## config.mk

```make
export PLATFORM = sky130hd
export DESIGN_NAME = pglr_ctrl
export DESIGN_NICKNAME = d
export VERILOG_FILES = /design/src/rtl/pglr_pkg.sv /design/src/rtl/pglr_ctrl.sv
export SDC_FILE = /design/constraint.sdc
export NUM_CORES = 1
export LEC_CHECK = 0
export BUFFER_PORTS_ARGS = -buffer_cell sky130_fd_sc_hd__buf_2
export CAP_MARGIN = 20
export CELL_PAD_IN_SITES_DETAIL_PLACEMENT = 2
export CELL_PAD_IN_SITES_GLOBAL_PLACEMENT = 2
export CORE_MARGIN = 5
export CORE_UTILIZATION = 25
export CTS_CLUSTER_SIZE = 30
export DETAILED_ROUTE_END_ITERATION = 12
export PLACE_DENSITY_LB_ADDON = 0.2
export SYNTH_ARGS = -nofsm -noshare
export SYNTH_HDL_FRONTEND = slang
export SYNTH_SLANG_ARGS = --single-unit
```

## constraint.sdc

```tcl
create_clock -name clk -period 1.6 [get_ports clk]
set_input_delay 0.08 -clock clk [delete_from_list [all_inputs] [get_ports clk]]
set_output_delay 0.08 -clock clk [all_outputs]
set_load 0.03 [all_outputs]
```

## src/rtl/pglr_pkg.sv

```systemverilog
// shared constants, control types and register indexes of the gain and resampler block
package pglr_pkg;

	// fixed-point formats
	localparam int FRAC_BITS      = 16;
	localparam int GAIN_FRAC_BITS = 24;

	// field widths
	localparam int SAMPLE_W  = 32;
	localparam int SBITS_W   = 6;
	localparam int GAIN_W    = 40;
	localparam int GAIN_HI_W = GAIN_W - 32;
	localparam int STEP_W    = 20;
	localparam int PHASE_W   = 21;

	// gain product widths
	localparam int GPROD_W = 64;
	localparam int GHI_W   = SAMPLE_W + GAIN_HI_W;
	localparam int GQ_W    = GHI_W + 32 - GAIN_FRAC_BITS;

	// interpolation widths
	localparam int DIFF_W  = SAMPLE_W + 1;
	localparam int WGT_W   = FRAC_BITS + 1;
	localparam int IPROD_W = DIFF_W + WGT_W;

	// phase constants
	localparam logic [PHASE_W-1:0] PH_ONE   = PHASE_W'(1 << FRAC_BITS);
	localparam logic [PHASE_W-1:0] PH_TWO   = PHASE_W'(2 << FRAC_BITS);
	localparam logic [PHASE_W-1:0] MIN_STEP = PHASE_W'((1 << FRAC_BITS) >> 5);

	// configuration register indexes
	localparam int CFG_IDX_W = 2;
	localparam logic [CFG_IDX_W-1:0] REG_SAMPLE_BITS = 2'd0;
	localparam logic [CFG_IDX_W-1:0] REG_STEREO_MODE = 2'd1;
	localparam logic [CFG_IDX_W-1:0] REG_GAIN        = 2'd2;
	localparam logic [CFG_IDX_W-1:0] REG_RATE_STEP   = 2'd3;
	localparam int CFG_DATA_W = GAIN_W;

	// controller to datapath commands
	typedef struct packed {
		logic load_raw;
		logic chan;
		logic gain_lo;
		logic gain_hi;
		logic gain_done;
		logic issue;
		logic seg;
		logic fin;
		logic wrap;
		logic commit;
	} pglr_cmd_t;

	// datapath to controller status
	typedef struct packed {
		logic held_valid;
		logic ph_lt_one;
		logic adv;
	} pglr_status_t;

endpackage

```

## src/rtl/pglr_ctrl.sv

```systemverilog
// controller state machine: gain sequencing, interval runs and frame commit
module pglr_ctrl import pglr_pkg::*; (
	input  logic         clk,
	input  logic         arst_n,
	input  logic         in_valid,
	input  logic         final_frame,
	input  logic         stereo_mode,
	input  pglr_status_t st,
	output logic         in_stall,
	output pglr_cmd_t    cmd
);

	localparam logic [2:0] ST_IDLE  = 3'd0;
	localparam logic [2:0] ST_GLO   = 3'd1;
	localparam logic [2:0] ST_GHI   = 3'd2;
	localparam logic [2:0] ST_GCMB  = 3'd3;
	localparam logic [2:0] ST_RUN   = 3'd4;
	localparam logic [2:0] ST_STORE = 3'd5;

	logic [2:0] state_q, state_d;
	logic       chan_q, chan_d;
	logic       seg_q, seg_d;
	logic       fin_q, fin_d;

	// next state and command decode
	always_comb begin
		state_d       = state_q;
		chan_d        = chan_q;
		seg_d         = seg_q;
		fin_d         = fin_q;
		cmd           = '0;
		cmd.chan      = chan_q;
		cmd.seg       = seg_q;
		cmd.fin       = fin_q;
		case (state_q)
			ST_IDLE: begin
				cmd.load_raw = in_valid;
				if (in_valid) begin
					fin_d   = final_frame;
					chan_d  = 1'b0;
					state_d = ST_GLO;
				end
			end
			ST_GLO: begin
				cmd.gain_lo = 1'b1;
				state_d     = ST_GHI;
			end
			ST_GHI: begin
				cmd.gain_hi = 1'b1;
				state_d     = ST_GCMB;
			end
			ST_GCMB: begin
				cmd.gain_done = 1'b1;
				if (!chan_q && stereo_mode) begin
					chan_d  = 1'b1;
					state_d = ST_GLO;
				end else if (st.held_valid) begin
					seg_d   = 1'b0;
					state_d = ST_RUN;
				end else if (fin_q) begin
					seg_d   = 1'b1;
					state_d = ST_RUN;
				end else begin
					state_d = ST_STORE;
				end
			end
			ST_RUN: begin
				if (st.ph_lt_one) begin
					cmd.issue = st.adv;
				end else begin
					cmd.wrap = 1'b1;
					if (!seg_q && fin_q) begin
						seg_d = 1'b1;
					end else begin
						cmd.commit = 1'b1;
						state_d    = ST_IDLE;
					end
				end
			end
			ST_STORE: begin
				cmd.commit = 1'b1;
				state_d    = ST_IDLE;
			end
			default: begin
				state_d = ST_IDLE;
			end
		endcase
	end

	// state registers
	always_ff @(posedge clk or negedge arst_n) begin
		if (!arst_n) begin
			state_q <= ST_IDLE;
			chan_q  <= 1'b0;
			seg_q   <= 1'b0;
			fin_q   <= 1'b0;
		end else begin
			state_q <= state_d;
			chan_q  <= chan_d;
			seg_q   <= seg_d;
			fin_q   <= fin_d;
		end
	end

	assign in_stall = (state_q != ST_IDLE);

endmodule

```

# Word-level counts from Yosys, hierarchy flattened
# Cells that the tools add are included.
[op_classes]
n_eq_ne = 12
n_mux = 26
n_reduce_logical = 12
[op_table]
columns = ["operator", "count"]
rows = [
  ["$mux 1", 16],
  ["$mux 3", 5],
  ["$pmux 3 s5", 1],
  ["$ne 2x2->1 const B", 6],
  ["$eq 3x2->1 const B", 2],
  ["$eq 3x3->1 const B", 2],
  ["$pmux 1 s2", 3],
  ["$reduce_and 3->1", 2],
  ["$reduce_and 5->1", 1],
  ["$reduce_bool 2->1", 2],
  ["$eq 3x1->1 const B", 1],
  ["$logic_not 3->1", 1],
  ["$ne 3x3->1 const B", 1],
  ["$reduce_bool 3->1", 1],
  ["$logic_and 1x1->1", 2],
  ["$logic_not 1->1", 2],
  ["$mux 2", 1],
  ["$reduce_and 2->1", 1],
]
[totals]
reg_bits = 6
inputBits = 8
output_inout_bits = 11
wordCells = 54

# Depth between registers and ports, before layout
# Gate-level depths: netlist of the first run.
[logic_depth]
ltp_word = 5
depth_mapped = 4
mapped_depth_nobuf = 3

# Worst setup path before layout of the first run
# Ideal clock, no wire load.
[synth_path]
kind = "reg-to-output"
start = "reg state_q[1]"
end = "out cmd[7] in the netlist's numbering"
arrival_time_ns = 1.249
t_required_ns = 1.520
slack_ns = 0.271
path_stages_with_launch = 3
cell_sequence = "dfrtp_1 -> buf_4 -> nor3b_1"
[synth_lines]
columns = ["element", "line", "rtl"]
rows = [
  ["from (decl)", "pglr_ctrl.sv:20", "logic [2:0] state_q, state_d;"],
  ["from (signal assigned)", "pglr_ctrl.sv:98", "state_q <= state_d;"],
  ["to (decl)", "pglr_ctrl.sv:10", "output pglr_cmd_t cmd"],
]

==> flow_summary_export.csv, run 1 <==
group,metric,value,unit
routing,viasPerCell,4.33,
floorplanning,dieArea,2700,um^2
critical_path,endpoint_kind,"output port",
worst_hold_path,hold_start,"final_frame",
sta,tightest_slew,0.439,ns
worst_hold_path,hold_depth,2,
synthesis,yosys_warnings,0,
sta,relSlewSlack,70.7,%
global_route,grt_pass1_vias,371,
synthesis,yosysSeqAreaShare,34.1,%
placed_design,place_congestion,0.691,
placed_design,portBuffers,18,
power_and_ir_drop,ir_drop,0.788,mV
synthesis,synth_cells,43,
critical_path,crit_arrival,1.40,ns
global_route,antenna_found_initial,0,
sta,fmax,677,MHz
routing,first_pass_iters,1,
routing,wl,1.01,mm
clock_tree,clk_path_buf_depth,2,
power_and_ir_drop,powerDensity,2320,nW/um^2
clock_tree,cts.sinks,6,
critical_path,max_stage_delay,0.52,ns
global_route,grt_max_degree,11,
synthesis,avgSynthCellArea,10.2,um^2
global_route,grt_overflow,0,
synthesis,ys_top_cells_by_area,"dfrtp_1, buf_4, nor4b_4",
worst_hold_path,hp-class,"primary input to flip-flop",
synthesis,synth_top_area_share,34.1,%
clock_tree,clkTransAtPathRegs,0.04,ns
flow_run,drv_cap,0,
run_status,status,"finished, final reports clean",
floorplanning,coreArea,1710,um^2
routing,wl_per_cell,12.0,um
sta,rsz0062_at_grt,"no",
synthesis,synth_top_cell_by_area,"dfrtp_1",
power_and_ir_drop,leakagePower,0.269,nW
routing,drt_iter0_markers,0,
cells_and_area,drive_gt1_share,50.8,%
global_route,globalRouteTotalUtil,8.74,%
critical_path,cp_slowest_cell,"dfrtp_1",
clock_tree,clock_latency,0.24,ns
critical_path,critPathLaunch,"state_q[1]",
routing,antenna_left,0,
critical_path,path_class,"flip-flop to output port",
critical_path,critical_path.cell_chain,"nor3b_2 -> and3_1 -> buf_2",
sta,hold_viol_final,0,
sta,skew,0.00237,ns
clock_tree,tritoncts,"yes",
clock_tree,cts_buffers,3,
routing,drc,0,
critical_path,critPathLaunchType,"flip-flop",
synthesis,ys_ff_latch,6,
synthesis,ys_types,24,
synthesis,syn_area,440,um^2
cells_and_area,diodes,0,
sta,hold_ws,0.0689,ns
floorplanning,num_rows,15,
sta,min_period,1.48,ns
global_route,grt_pass1_wl,1.66,mm
sta,fin_crit_sh,92.3,%
cells_and_area,area_delta_synth_final,23.3,%
floorplanning,die_y,52.0,um
clock_tree,ctsHtreeMaxLevel,1,
critical_path,r2r_start,"state_q[1]",
sta,finalSetupTns,0,ns
critical_path,worstPathMaxFanout,10,
critical_path,r2r_cells,3,
placed_design,dpl.hpwl,824,um
cells_and_area,final_nets,69,
sta,setup_viol,0,
floorplanning,pin_count,19,
routing,via_count,364,
floorplanning,start_util,25.8,%
sta,finalMaxSlewViolations,0,
clock_tree,root_buffer,"clkbuf_4",
synthesis,synth_fp_nets,51,
critical_path,crit_required,1.52,ns
floorplanning,die_width,52.0,um
per-stage QoR:
stage                     instances  util [%]  cell area (um^2)  total power, mW  worst slack (ns)
final                            84      31.8               543             1.26             0.123
after global routing             84      31.8               543             1.36            0.0182
after CTS                        84      31.7               542             1.29            0.0858
after detailed placement         80      29.8               509             1.13             0.263
after global placement           80      29.8               509             1.13             0.319
after floorplan                  43         -               440             1.05             0.271
placed cells by master, fill, tap and decap left out:
master	Yosys	layout
xnor2_1	1	1
dfrtp_2	0	1
a21oi_1	3	3
nor3_2	1	1
nor3_4	1	1
dfrtp_1	6	5
nor2b_1	3	3
nand2b_1	1	1
a22o_2	1	1
o21a_1	1	1
nor4b_4	1	1
clkbuf_4	0	3
nor3b_2	1	1
dlygate4sd3_1	0	1
and3_1	1	1
o21bai_1	1	1
mux2_4	1	1
o21ai_0	1	1
inv_1	4	4
nor2_1	2	2
buf_4	5	1
nand2_2	1	1
mux2i_1	1	1
nand3b_1	1	1
buf_2	0	18
nor3b_1	2	2
o22ai_1	1	1
final timing paths:
path | endpoint | slack [ns]
max reg2reg | seg_q | 0.27
min in group asynchronous | state_q[1] | 0.19
max in group asynchronous | state_q[0] | 1.25
min | fin_q | 0.07
min reg2reg | chan_q | 0.53
max | cmd[4] | 0.12
cell families (layout without fill, tap and decap cells):
| family | Yosys count | in the layout | synth area share [%] |
|---|---|---|---|
| AOI/OAI and AO/OA | 8 | 8 | 11.6 |
| xor gates and xnor gates | 1 | 1 | 1.99 |
| buffers and inverters | 11 | 27 | 17.0 |
| DFF | 6 | 6 | 34.1 |
| muxes | 2 | 2 | 5.68 |
| and+or+nand+nor | 15 | 15 | 29.5 |
cells in the mapped netlist:
master    number
dfrtp_1        6
buf_4          5
inv_1          4
a21oi_1        3
nor2b_1        3
buf_6          2
nor2_1         2
nor3b_1        2
a22o_2         1
and3_1         1
mux2_4         1
mux2i_1        1
nand2_2        1
nand2b_1       1
nand3b_1       1
nor3_2         1
nor3_4         1
nor3b_2        1
nor4b_4        1
o21a_1         1
o21ai_0        1
o21bai_1       1
o22ai_1        1
xnor2_1        1
state kept, by name (all words and copies together), names as in the netlist:
name / flops
seg_q: 1
fin_q: 1
state_q: 3
chan_q: 1
layer usage:
layer / routed length, um / share of wire, % / track usage, % / vias up
met3: 49 / 4.9 / 5.16 / 0
met2: 512 / 51 / 12.6 / 7
met4: 0 / 0 / 3.93 / 0
li1: - / - / - / 176
met5: 0 / 0 / 0 / -
met1: 448 / 44 / 10.3 / 181
power breakdown:
part           switching, mW  total (mW)  internal, mW
Clock                 0.0533       0.138        0.0847
Sequential             0.161       0.396         0.235
Combinational          0.433       0.725         0.292
worst max-delay path: cells and delay by family (launching register included):
family | cells | cell delay, ns
flip-flops | 1 | 0.52
buffers and inverters | 1 | 0.19
AND/OR/NAND/NOR | 2 | 0.44
final cells by class:
cell class / count / area [um^2]
flip-flops and latches: 6 / 151
repair buffers: 20 / 108
fillers: 204 / 1160
multi-input cells: 26 / 215
clock buffers: 3 / 22.5
well taps: 25 / 31.3
inverters: 4 / 15.0
repair_timing:
item,4_1_cts,5_1_grt
hold buffers,1,0
gates resized for setup,0,1
setup endpoints to repair,0,1
buffers inserted,0,0
hold endpoints to repair,6,0
(Power assumes the default switching activity.)
==> run 2, diff against run 1 <==
--- a/config.mk
+++ b/config.mk
@@ -10,7 +10,7 @@
 export CELL_PAD_IN_SITES_DETAIL_PLACEMENT = 2
 export CELL_PAD_IN_SITES_GLOBAL_PLACEMENT = 2
 export CORE_MARGIN = 5
-export CORE_UTILIZATION = 25
+export CORE_UTILIZATION = 27
 export CTS_CLUSTER_SIZE = 30
 export DETAILED_ROUTE_END_ITERATION = 12
 export PLACE_DENSITY_LB_ADDON = 0.2
==> constraint.sdc (replaced) <==
create_clock -name clk -period 1.7 [get_ports clk]
set_input_delay 0.085 -clock clk [delete_from_list [all_inputs] [get_ports clk]]
set_output_delay 0.085 -clock clk [all_outputs]
set_load 0.03 [all_outputs]
==> flow_summary_export.csv, run 2 (synthesis gave the netlist of run 1 again) <==
group,metric,value,unit
critical_path,r2r_cells,3,
sta,min_period,1.51,ns
floorplanning,num_rows,14,
routing,drt_iter0_markers,1,
cells_and_area,area_delta_synth_final,18.8,%
global_route,grt_pass1_vias,376,
sta,fmax,664,MHz
critical_path,path_class,"flip-flop to output port",
placed_design,portBuffers,18,
clock_tree,cts_buffers,3,
cells_and_area,largest_register_ffs,3,
floorplanning,start_util,28.9,%
global_route,grt_overflow,0,
global_route,grt_max_degree,11,
critical_path,crit_arrival,1.42,ns
routing,first_pass_iters,4,
placed_design,dpl.hpwl,853,um
floorplanning,pin_count,19,
critical_path,critPathLaunchType,"flip-flop",
cells_and_area,n_fill_cell,176,
critical_path,cp_num_buf_inv,1,
clock_tree,cts_setup_buffers,0,
clock_tree,post_cts_resized,0,
critical_path,critical_path.cell_chain,"nor3b_2 -> and3_1 -> buf_2",
cells_and_area,final_common_cell,"buf_2",
sta,tightest_slew,0.451,ns
cells_and_area,diodes,0,
critical_path,endpoint_kind,"output port",
clock_tree,clock_latency,0.24,ns
critical_path,r2r-end,"seg_q",
floorplanning,coreArea,1520,um^2
sta,skew,0.00621,ns
power_and_ir_drop,powerDensity,2240,nW/um^2
worst_hold_path,hold_depth,2,
clock_tree,clk_path_buf_depth,2,
sta,finalSetupTns,0,ns
sta,hold_ws,0.0764,ns
floorplanning,die_y,50.4,um
global_route,grt_pass1_wl,1.82,mm
clock_tree,clkTransAtPathRegs,0.05,ns
clock_tree,ctsHtreeMaxLevel,1,
clock_tree,root_buffer,"clkbuf_4",
placed_design,place_congestion,0.639,
routing,via_count,354,
cells_and_area,largest_register,"state_q",
flow_run,drv_cap,0,
run_status,status,"finished, final reports clean",
routing,wl,1.07,mm
floorplanning,die_width,50.4,um
routing,drc,0,
sta,finalMaxSlewViolations,0,
cells_and_area,final_nets,68,
critical_path,crit_family,"flip-flops",
cells_and_area,drive_gt1_share,48.3,%
sta,hold_viol_final,0,
critical_path,reg2reg_slack,0.31,ns
global_route,antenna_found_initial,0,
critical_path,max_stage_delay,0.52,ns
clock_tree,cts.sinks,6,
global_route,globalRouteTotalUtil,9.40,%
routing,viasPerCell,4.78,
critical_path,crit_required,1.62,ns
routing,wl_per_cell,14.4,um
sta,fin_crit_sh,88.6,%
clock_tree,tritoncts,"yes",
critical_path,r2r_start,"state_q[1]",
worst_hold_path,min_to,"fin_q",
critical_path,worstPathMaxFanout,10,
sta,setup_viol,0,
routing,antenna_left,0,
power_and_ir_drop,ir_drop,0.840,mV
sta,relSlewSlack,69.9,%
sta,rsz0062_at_grt,"no",
worst_hold_path,hp-class,"primary input to flip-flop",
power_and_ir_drop,leakagePower,0.265,nW
worst_hold_path,hold_start,"final_frame",
cells_and_area,layout_common_cells,"buf_2, dfrtp_1, inv_1",
critical_path,cp_slowest_cell,"dfrtp_1",
floorplanning,dieArea,2540,um^2
## run 2: cell count changes in the layout (fill, tap and decap cells not counted), sizes merged
cell / before / now
buf: 19 / 18
## run 2: final cells by class
| type | count | area, um^2 | area share, % |
|---|---|---|---|
| Inverter | 4 | 15.0 | 2.87 |
| Timing Repair Buffer | 19 | 100 | 19.1 |
| Sequential cell | 6 | 150 | 28.7 |
| Clock buffer | 3 | 22.5 | 4.31 |
| Tap cell | 16 | 20.0 | 3.83 |
| Multi-Input combinational cell | 26 | 215 | 41.1 |
## run 2: timing repair
| action | in CTS | in global routing |
|---|---|---|
| setup endpoints to repair | 0 | 0 |
| hold endpoints to repair | 6 | 0 |
| hold buffers | 1 | 0 |
## run 2: power by group
group	total, mW	switching, mW	internal (mW)
Clock	0.132	0.0518	0.0799
Combinational	0.657	0.397	0.259
Sequential	0.383	0.166	0.218
## run 2: stage by stage
stage                     setup WS (ns)  area [um^2]  utilization (%)  instances  power, mW
after global routing              0.105          523             34.3         74       1.26
after CTS                         0.169          523             34.3         74       1.19
after global placement            0.405          490             32.2         70       1.04
after detailed placement          0.326          490             32.2         70       1.05
final                             0.194          523             34.3         74       1.17
after floorplan                   0.366          440                -         43      0.992
## run 2: per-layer routing
metal	GRT usage (%)	wire (um)
met1	12.0	491
met2	13.2	496
met3	5.92	79
met4	2.55	0
met5	0	0
## run 2: worst max path at each step
stage | depth (start not counted) | endpoint | startpoint | slack, ns
final | 3 | cmd[4] | state_q[0] | 0.19
after global routing | 3 | cmd[5] | state_q[1] | 0.10
after CTS | 3 | cmd[4] | state_q[0] | 0.17
after detailed placement | 3 | seg_q | state_q[0] | 0.33
after global placement | 3 | fin_q | state_q[0] | 0.40
after floorplan | 2 | cmd[7] | state_q[1] | 0.37
